===== config.mk =====
export PLATFORM = sky130hd
export DESIGN_NAME = char_reference_decoder_core
export DESIGN_NICKNAME = d
export VERILOG_FILES = /design/src/design/crd_pkg.sv /design/src/design/char_reference_decoder_core.sv /design/src/design/crd_name_match.sv /design/src/design/crd_decode.sv
export SDC_FILE = /design/constraint.sdc
export NUM_CORES = 1
export LEC_CHECK = 0
export ABC_AREA = 0
export BUFFER_PORTS_ARGS = -buffer_cell sky130_fd_sc_hd__buf_2
export CELL_PAD_IN_SITES_DETAIL_PLACEMENT = 0
export CELL_PAD_IN_SITES_GLOBAL_PLACEMENT = 1
export CORE_ASPECT_RATIO = 0.75
export CORE_MARGIN = 2
export CORE_UTILIZATION = 40
export CTS_CLUSTER_SIZE = 14
export DETAILED_ROUTE_END_ITERATION = 8
export PLACE_DENSITY = 0.79
export SLEW_MARGIN = 0
export SYNTH_ARGS = -nofsm -noshare
export SYNTH_HDL_FRONTEND = slang
export SYNTH_SLANG_ARGS = --single-unit
export TNS_END_PERCENT = 1

===== constraint.sdc =====
create_clock -name clk -period 5.4 [get_ports clk]
set_clock_uncertainty 0.15 [all_clocks]
set_input_delay 0.54 -clock clk [delete_from_list [all_inputs] [get_ports clk]]
set_output_delay 0.54 -clock clk [all_outputs]
set_load 0.005 [all_outputs]

===== src/design/crd_pkg.sv =====
// Shared types, codes and the name table of the character reference decoder.
`default_nettype none
package crd_pkg;

	localparam int unsigned NAME_COUNT_DEF   = 4;
	localparam int unsigned MAX_NAME_LEN_DEF = 4;
	localparam int unsigned TABLE_ROWS       = 4;
	localparam int unsigned TABLE_COLS       = 4;
	localparam int unsigned ROW_W            = $clog2(TABLE_ROWS);
	localparam int unsigned COL_W            = $clog2(TABLE_COLS);
	localparam int unsigned VALUE_W          = 31;

	localparam logic [7:0] CH_AMP   = 8'h26;
	localparam logic [7:0] CH_HASH  = 8'h23;
	localparam logic [7:0] CH_SEMI  = 8'h3B;
	localparam logic [7:0] CH_X_LO  = 8'h78;
	localparam logic [7:0] CH_X_UP  = 8'h58;
	localparam logic [7:0] CH_ZERO  = 8'h30;
	localparam logic [7:0] CH_NINE  = 8'h39;
	localparam logic [7:0] CH_A_LO  = 8'h61;
	localparam logic [7:0] CH_F_LO  = 8'h66;
	localparam logic [7:0] CH_A_UP  = 8'h41;
	localparam logic [7:0] CH_F_UP  = 8'h46;

	// Sorted name table, zero padded
	localparam logic [7:0] NAME_TEXT [TABLE_ROWS][TABLE_COLS] = '{
		'{8'h61, 8'h6D, 8'h70, 8'h00},
		'{8'h67, 8'h74, 8'h00, 8'h00},
		'{8'h6C, 8'h74, 8'h00, 8'h00},
		'{8'h71, 8'h75, 8'h6F, 8'h74}
	};
	localparam logic [VALUE_W-1:0] NAME_VALUE [TABLE_ROWS] = '{
		31'h26, 31'h3E, 31'h3C, 31'h22
	};

	typedef enum logic [1:0] {
		ST_CONTINUE   = 2'd0,
		ST_DETERMINED = 2'd1,
		ST_INVALID    = 2'd2
	} status_t;

	typedef enum logic [6:0] {
		MODE_START = 7'b0000001,
		MODE_AMP   = 7'b0000010,
		MODE_HASH  = 7'b0000100,
		MODE_DEC   = 7'b0001000,
		MODE_HEX   = 7'b0010000,
		MODE_NAMED = 7'b0100000,
		MODE_DONE  = 7'b1000000
	} mode_t;

	typedef struct packed {
		logic       kind;
		logic [7:0] char_byte;
	} in_item_t;

	typedef struct packed {
		status_t            status;
		logic signed [31:0] code_value;
	} out_item_t;

	// Flags from the name matcher to the decoder
	typedef struct packed {
		logic hit;
		logic end_cur;
		logic end_new;
	} match_t;

	function automatic logic [7:0] name_char(input int unsigned row, input int unsigned pos,
						 input int unsigned count, input int unsigned len);
		if (row >= TABLE_ROWS || row >= count || pos >= TABLE_COLS || pos >= len)
			return 8'h00;
		return NAME_TEXT[row[ROW_W-1:0]][pos[COL_W-1:0]];
	endfunction

	function automatic logic [VALUE_W-1:0] name_val(input int unsigned row,
							input int unsigned count);
		if (row >= TABLE_ROWS || row >= count)
			return '0;
		return NAME_VALUE[row[ROW_W-1:0]];
	endfunction

endpackage
`default_nettype wire


===== src/design/char_reference_decoder_core.sv =====
// Top level of the character reference decoder: input and result registers.
//
// Usage: feed one byte per transfer on the byte channel (byte_valid, byte_stall,
// byte_item). kind = 1 restarts decoding of a new reference; kind = 0 carries a
// character byte. Every byte transfer yields exactly one transfer on the result
// channel (res_valid, res_stall, res_item): status continue, determined or
// invalid, and code_value holding the decoded character number once the
// reference is determined, else all ones.
// Path: a byte accepted into the input register is decoded combinationally and
// its result is loaded into the result register when the input register advances.
// Throughput: one byte per cycle unless res_stall holds the result register,
// set by the combinational decode between the input register and the result
// register; decoder state updates as each result is loaded.
// Stall: while the result register holds an untaken result and res_stall is high,
// the input register holds its byte and byte_stall rises; nothing is dropped.
// Reset: arst_n clears both registers and returns the decoder to its start mode,
// awaiting an ampersand, with the name range covering the whole table.
`default_nettype none
module char_reference_decoder_core #(
	parameter int unsigned NAME_COUNT   = crd_pkg::NAME_COUNT_DEF,
	parameter int unsigned MAX_NAME_LEN = crd_pkg::MAX_NAME_LEN_DEF
) (
	input  wire logic              clk,
	input  wire logic              arst_n,
	input  wire logic              byte_valid,
	output logic                   byte_stall,
	input  wire crd_pkg::in_item_t byte_item,
	output logic                   res_valid,
	input  wire logic              res_stall,
	output crd_pkg::out_item_t     res_item
);
	import crd_pkg::*;

	logic      valid_s1;
	in_item_t  item_s1;
	logic      valid_s2;
	out_item_t res_s2;
	out_item_t res_d;
	logic      adv;

	assign adv        = valid_s1 && (!valid_s2 || !res_stall);
	assign byte_stall = valid_s1 && !adv;

	crd_decode #(
		.NAME_COUNT  (NAME_COUNT),
		.MAX_NAME_LEN(MAX_NAME_LEN)
	) u_decode (
		.clk   (clk),
		.arst_n(arst_n),
		.en    (adv),
		.item  (item_s1),
		.res   (res_d)
	);

	always_ff @(posedge clk or negedge arst_n) begin
		if (!arst_n) begin
			valid_s1 <= 1'b0;
		end else if (!byte_stall) begin
			valid_s1 <= byte_valid;
		end
	end

	always_ff @(posedge clk) begin
		if (byte_valid && !byte_stall)
			item_s1 <= byte_item;
	end

	always_ff @(posedge clk or negedge arst_n) begin
		if (!arst_n) begin
			valid_s2 <= 1'b0;
		end else if (adv) begin
			valid_s2 <= 1'b1;
		end else if (!res_stall) begin
			valid_s2 <= 1'b0;
		end
	end

	always_ff @(posedge clk) begin
		if (adv)
			res_s2 <= res_d;
	end

	assign res_valid = valid_s2;
	assign res_item  = res_s2;

`ifndef SYNTH
	a_det_value_pos: assert property (@(posedge clk) disable iff (!arst_n)
		(res_valid && res_item.status == ST_DETERMINED) |-> !res_item.code_value[31])
		else $error("determined result with negative code value");

	a_status_code: assert property (@(posedge clk) disable iff (!arst_n)
		res_valid |-> (res_item.status != 2'd3))
		else $error("result status outside defined codes");

	a_res_from_s1: assert property (@(posedge clk) disable iff (!arst_n)
		$rose(valid_s2) |-> $past(valid_s1))
		else $error("result appeared without a byte in the input register");

	a_stall_full: assert property (@(posedge clk) disable iff (!arst_n)
		byte_stall |=> valid_s1)
		else $error("input register lost a stalled byte");
`endif

endmodule
`default_nettype wire


===== src/design/crd_name_match.sv =====
// Parallel name table compare: narrows the candidate range by one byte.
`default_nettype none
module crd_name_match #(
	parameter int unsigned NAME_COUNT   = 4,
	parameter int unsigned MAX_NAME_LEN = 4,
	parameter int unsigned RF_W         = 2,
	parameter int unsigned RL_W         = 3,
	parameter int unsigned POS_W        = 3
) (
	input  wire logic [RF_W-1:0]  range_first,
	input  wire logic [RL_W-1:0]  range_limit,
	input  wire logic [POS_W-1:0] position,
	input  wire logic [7:0]       ch,
	output crd_pkg::match_t       flags,
	output logic [RF_W-1:0]       first_next,
	output logic [RL_W-1:0]       limit_next
);
	import crd_pkg::*;

	logic [NAME_COUNT-1:0] m;
	logic                  hit;
	logic                  stop;

	always_comb begin
		for (int i = 0; i < NAME_COUNT; i++) begin
			m[i] = (i >= int'(range_first)) && (i < int'(range_limit)) &&
			       (name_char(i, 32'(position), NAME_COUNT, MAX_NAME_LEN) == ch);
		end
	end

	// First matching row opens the new range, first later mismatch closes it
	always_comb begin
		hit        = 1'b0;
		stop       = 1'b0;
		first_next = '0;
		limit_next = range_limit;
		for (int i = 0; i < NAME_COUNT; i++) begin
			if (m[i] && !hit) begin
				hit        = 1'b1;
				first_next = RF_W'(i);
			end else if (hit && !stop && !m[i] && (i < int'(range_limit))) begin
				limit_next = RL_W'(i);
				stop       = 1'b1;
			end
		end
	end

	assign flags.hit     = hit;
	assign flags.end_cur = (name_char(32'(range_first), 32'(position),
					  NAME_COUNT, MAX_NAME_LEN) == 8'h00);
	assign flags.end_new = (name_char(32'(first_next), 32'(position),
					  NAME_COUNT, MAX_NAME_LEN) == 8'h00);

endmodule
`default_nettype wire


===== src/design/crd_decode.sv =====
// Decoder state and per-byte next-state logic.
`default_nettype none
module crd_decode #(
	parameter int unsigned NAME_COUNT   = 4,
	parameter int unsigned MAX_NAME_LEN = 4
) (
	input  wire logic              clk,
	input  wire logic              arst_n,
	input  wire logic              en,
	input  wire crd_pkg::in_item_t item,
	output crd_pkg::out_item_t     res
);
	import crd_pkg::*;

	localparam int unsigned RF_W  = (NAME_COUNT > 1) ? $clog2(NAME_COUNT) : 1;
	localparam int unsigned RL_W  = $clog2(NAME_COUNT + 1);
	localparam int unsigned POS_W = $clog2(MAX_NAME_LEN + 1);

	mode_t              mode_q, mode_d;
	logic [VALUE_W-1:0] acc_q, acc_d;
	logic [RF_W-1:0]    rf_q, rf_d, rf_m;
	logic [RL_W-1:0]    rl_q, rl_d, rl_m;
	logic [POS_W-1:0]   pos_q, pos_d;
	logic               nm_q, nm_d;
	logic               term_q, term_d;
	match_t             mf;
	status_t            st, named_st;
	logic [7:0]         c;
	logic               dig;
	logic               hex_lo;
	logic               hex_up;

	function automatic logic [VALUE_W-1:0] acc_step(input logic [VALUE_W-1:0] v,
							input logic hex, input logic [3:0] d);
		logic [VALUE_W+4:0] s;
		if (hex)
			s = {1'b0, v, 4'b0} + (VALUE_W+5)'(d);
		else
			s = {2'b0, v, 3'b0} + {4'b0, v, 1'b0} + (VALUE_W+5)'(d);
		// saturate at the largest positive value
		return (s[VALUE_W+4:VALUE_W] != '0) ? '1 : s[VALUE_W-1:0];
	endfunction

	crd_name_match #(
		.NAME_COUNT  (NAME_COUNT),
		.MAX_NAME_LEN(MAX_NAME_LEN),
		.RF_W        (RF_W),
		.RL_W        (RL_W),
		.POS_W       (POS_W)
	) u_match (
		.range_first(rf_q),
		.range_limit(rl_q),
		.position   (pos_q),
		.ch         (c),
		.flags      (mf),
		.first_next (rf_m),
		.limit_next (rl_m)
	);

	assign c      = item.char_byte;
	assign dig    = (c >= CH_ZERO) && (c <= CH_NINE);
	assign hex_lo = (c >= CH_A_LO) && (c <= CH_F_LO);
	assign hex_up = (c >= CH_A_UP) && (c <= CH_F_UP);

	always_comb begin
		mode_d   = mode_q;
		acc_d    = acc_q;
		rf_d     = rf_q;
		rl_d     = rl_q;
		pos_d    = pos_q;
		nm_d     = nm_q;
		term_d   = term_q;
		st       = ST_INVALID;
		named_st = ST_INVALID;

		// name matcher step, taken only in the ampersand and named modes
		priority if (term_q) begin
			named_st = ST_INVALID;
		end else if (c == CH_SEMI) begin
			named_st = ST_INVALID;
		end else if (nm_q) begin
			named_st = ST_INVALID;
		end else if (!mf.hit) begin
			named_st = ST_INVALID;
		end else if (mf.end_new) begin
			named_st = ST_INVALID;
		end else begin
			named_st = ST_CONTINUE;
		end

		if (item.kind) begin
			mode_d = MODE_START;
			acc_d  = '0;
			rf_d   = '0;
			rl_d   = RL_W'(NAME_COUNT);
			pos_d  = '0;
			nm_d   = 1'b0;
			term_d = 1'b0;
			st     = ST_CONTINUE;
		end else begin
			unique case (mode_q)
				MODE_START: begin
					if (c == CH_AMP) begin
						mode_d = MODE_AMP;
						st     = ST_CONTINUE;
					end
				end
				MODE_AMP, MODE_NAMED: begin
					if (mode_q == MODE_AMP && c == CH_HASH) begin
						mode_d = MODE_HASH;
						st     = ST_CONTINUE;
					end else if (mode_q == MODE_NAMED || c != CH_SEMI) begin
						mode_d = MODE_NAMED;
						st     = named_st;
						priority if (term_q) begin
						end else if (c == CH_SEMI) begin
							term_d = 1'b1;
							if (!nm_q && mf.end_cur) begin
								acc_d  = name_val(32'(rf_q), NAME_COUNT);
								st     = ST_DETERMINED;
								mode_d = MODE_DONE;
							end
						end else if (nm_q) begin
						end else if (!mf.hit) begin
							nm_d = 1'b1;
						end else begin
							rf_d = rf_m;
							rl_d = rl_m;
							if (mf.end_new)
								nm_d = 1'b1;
							else
								pos_d = pos_q + 1'b1;
						end
					end
				end
				MODE_HASH: begin
					if (c == CH_X_LO || c == CH_X_UP) begin
						mode_d = MODE_HEX;
						st     = ST_CONTINUE;
					end else if (dig) begin
						mode_d = MODE_DEC;
						acc_d  = VALUE_W'(c[3:0]);
						st     = ST_CONTINUE;
					end
				end
				MODE_DEC: begin
					if (dig) begin
						acc_d = acc_step(acc_q, 1'b0, c[3:0]);
						st    = ST_CONTINUE;
					end else if (c == CH_SEMI) begin
						mode_d = MODE_DONE;
						st     = ST_DETERMINED;
					end
				end
				MODE_HEX: begin
					if (dig) begin
						acc_d = acc_step(acc_q, 1'b1, c[3:0]);
						st    = ST_CONTINUE;
					end else if (hex_lo || hex_up) begin
						// letters a-f and A-F share low bits 1..6
						acc_d = acc_step(acc_q, 1'b1, c[3:0] + 4'd9);
						st    = ST_CONTINUE;
					end else if (c == CH_SEMI) begin
						mode_d = MODE_DONE;
						st     = ST_DETERMINED;
					end
				end
				default: begin
					st = ST_INVALID;
				end
			endcase
		end
	end

	always_ff @(posedge clk or negedge arst_n) begin
		if (!arst_n) begin
			mode_q <= MODE_START;
			acc_q  <= '0;
			rf_q   <= '0;
			rl_q   <= RL_W'(NAME_COUNT);
			pos_q  <= '0;
			nm_q   <= 1'b0;
			term_q <= 1'b0;
		end else if (en) begin
			mode_q <= mode_d;
			acc_q  <= acc_d;
			rf_q   <= rf_d;
			rl_q   <= rl_d;
			pos_q  <= pos_d;
			nm_q   <= nm_d;
			term_q <= term_d;
		end
	end

	assign res.status     = st;
	assign res.code_value = (mode_d == MODE_DONE) ? $signed({1'b0, acc_d}) : -32'sd1;

endmodule
`default_nettype wire


==> reports/qor.csv <==
stage,metric,value,unit
clock_tree,cts_root_buffer,clkbuf_16,
worst_hold_path,hp-class,in2async,
clock_tree,cts_buffer_depth,2,
placement,dp.final_hpwl,18.9,mm
timing,slew_headroom,21.0,%
worst_setup_path,crit_path_end_kind,flip-flop,
synth,synthMuxAreaShare,0.254,%
synth,syn-cell-area,8360,um^2
flow_run,maxCapViolCount,0,
drt,num_vias,8041,
floorplan,core_area,20400,um^2
final_layout,n_antenna_cell,0,
synth,ys_ff_latch,93,
floorplan,die_h,129,um
placement,place_ws,580,ps
clock_tree,cts_setup_buffers,0,
drt,drc,0,
clock_tree,cts_hold_buf,0,
global_routing,gr-total-overflow,0,
clock_tree,clkLatencyLatePin,360,ps
synth,synth_xor_xnor_area_share,5.54,%
global_routing,grtUsageMet3,4.06,%
global_routing,busiest_layer,met1,
floorplan,die-area,22100,um^2
clock_tree,htreeDepth,3,
worst_setup_path,r2r_cells,14,
drt,dr.first_iter.drc_count,860,
synth,seq_area_frac_synth,30.4,%
synth,avgSynthCellArea,8.08,um^2
timing,worst_pin_slew,1180,ps
clock_tree,cts_tree,built,
timing,hold_viol,0,
synth,synth_cells,1035,
power_and_ir_drop,ir_drop,0.155,mV
timing,fmax,205,MHz
worst_setup_path,regToRegEndpoint,res_item[15],
power_and_ir_drop,p_per_area,197,nW/um^2
final_layout,fillers,2073,
timing,rsz0062_at_grt,false,
drt,drtPass1Iterations,7,
floorplan,die_w,171,um
placement,io_buffers,48,
clock_tree,cts_resized,0,
timing,finalCritPeriodShare,90.4,%
clock_tree,cts_made_buffers,9,
timing,hold_ws,126,ps
synth,synthFlopType,dfrtp_1,
placement,place_congestion,0.895,
drt,drt-vias-per-instance,6.02,
global_routing,grt_max_degree,51,
timing,final.min_clock_period,4880,ps
worst_setup_path,worst_setup_path_start_kind,flip-flop,
synth,synth-edff-count,43,
drt,wire_per_inst,19.0,um
synth,synth_simple_gate_area_share,22.7,%
floorplan,io_pins,49,
final_layout,nets,1114,
global_routing,grt_pass1_vias,7229,
floorplan,initial_core_util,41.0,%
final_layout,area_growth,8.84,%
clock_tree,clock_sinks,93,
synth,synth_nets,1100,
worst_setup_path,required,5360,ps
drt,ant_nets,0,
synth,synth_compound_area_share,28.8,%
run_status,run_status,"complete, no violations",
worst_setup_path,reg2reg_slack,520,ps
worst_setup_path,worstPathMaxFanout,12,
final_layout,drive_above_1_share,11.7,%
power_and_ir_drop,p_leak,0.00332,uW
global_routing,track_usage,23.5,%
worst_setup_path,r2r_start,u_decode.acc_q[13],
floorplan,num_rows,45,
global_routing,met2_usage,30.6,%
final_layout,layout_common_cells,"110 x nand2_1, 109 x o21ai_0, 94 x nor2_1",
synth,ys_types,85,
clock_tree,cts.clk_slew.worst_paths,80,ps
timing,finalSetupViolCount,0,
timing,finalMaxSlewViolations,0,
timing,setup_slack,516,ps
synth,yosysWarnings,0,
synth,async_flop_share,53.8,%
worst_setup_path,cp.arrival,4840,ps
synth,yosys.area_share.adder,7.96,%
final_layout,final_common_cell,nand2_1,
global_routing,grt_pass1_wl,41.1,mm
drt,drt-total-wl,25.4,mm
global_routing,grt_use_met1,39.3,%
worst_setup_path,crit_type,reg2reg,
timing,setup_tns,0,ps
global_routing,antenna_found_initial,0,
synth,synth_top_family_by_area,compound AO/OA/AOI/OAI gates,
==> per-layer routing <==
metal	vias up	part of all wire, %
li1	3876	-
met1	3757	51
met2	387	38
met3	21	9.4
met4	0	1.1
met5	-	0
==> cell families (layout without fill, tap and decap cells) <==
group | Yosys count | in the layout
mux | 2 | 2
flops | 93 | 93
buf+inv | 87 | 106
simple gates | 384 | 384
xor+xnor | 52 | 52
fa+ha+maj | 52 | 52
compound gates | 365 | 365
==> critical path: stages (launching register included) <==
cell	delay, ps
dfrtp_1	520
ha_1	540
and3_1	270
nand2_1	130
o211ai_1	430
nor4_1	120
a311oi_2	420
nand3_2	180
nor3_2	370
nand4_1	180
mux2i_1	190
buf_4	230
a211oi_1	380
o22ai_1	170
a221o_1	340
==> synthesized netlist by cell type, drive strengths merged (8+ instances only) <==
cell,n,area share (%)
nand2,110,4.9
clkbuf,43,1.9
edfxtp,43,15
a221o,10,1.2
a31oi,17,1.6
nor2,97,4.6
nand2b,11,0.82
nand3b,13,1.2
nor3,42,2.6
a21oi,93,5.8
a21o,23,2.1
buf,18,1.2
a22o,12,1.3
o211ai,11,1.3
nor4,10,0.75
ha,50,7.5
nand3,36,2.2
dfrtp,48,14
o22ai,20,1.5
xnor2,28,2.9
xor2,24,2.6
nor2b,8,0.60
nand4,13,1.0
o21ai,114,7.0
inv,26,1.2
==> final cells by class <==
type / instances / area (um^2) / share of cell area [%]
Multi-Input combinational cell: 855 / 5470 / 60.0
Clock buffer: 9 / 225 / 2.47
Sequential cell: 93 / 2540 / 28.0
Clock inverter: 7 / 55.1 / 0.605
Tap cell: 282 / 353 / 3.88
Inverter: 26 / 97.6 / 1.07
Timing Repair Buffer: 64 / 360 / 3.96
==> worst max path at each step <==
stage	startpoint	to	slack, ps	depth (start not counted)
2_1_floorplan	u_decode.acc_q[0]	res_item[21]	1240	15
5_1_grt	u_decode.acc_q[0]	res_item[15]	290	15
6_report	u_decode.acc_q[13]	res_item[15]	520	14
3_5_place_dp	u_decode.acc_q[0]	res_item[15]	580	15
3_3_place_gp	u_decode.acc_q[0]	res_item[15]	630	15
4_1_cts	u_decode.acc_q[0]	res_item[15]	580	15
==> metrics by stage <==
stage / total power (uW) / utilization (%) / instance area, um^2 / instances
final: 1790 / 44.7 / 9100 / 1336
after global routing: 1880 / 44.7 / 9100 / 1336
after CTS: 1800 / 44.7 / 9100 / 1336
after detailed placement: 1170 / 43.3 / 8820 / 1320
after global placement: 1170 / 43.3 / 8820 / 1320
after floorplan: 1070 / - / 8360 / 1035
==> registers in the layout, indices dropped and copies added (netlist names) <==
name	count
u_decode.term_q	1
res_item	34
u_decode.acc_q	31
u_decode.pos_q	3
u_decode.rl_q	3
u_decode.nm_q	1
u_decode.rf_q	2
res_valid	1
u_decode.mode_q	7
item_s1	9
valid_s1	1
==> where the power goes <==
part	switching (uW)	total (uW)	internal (uW)
clock network	307	626	319
logic	223	356	133
registers	44.8	810	765
Power figures use the tool's default switching activity.
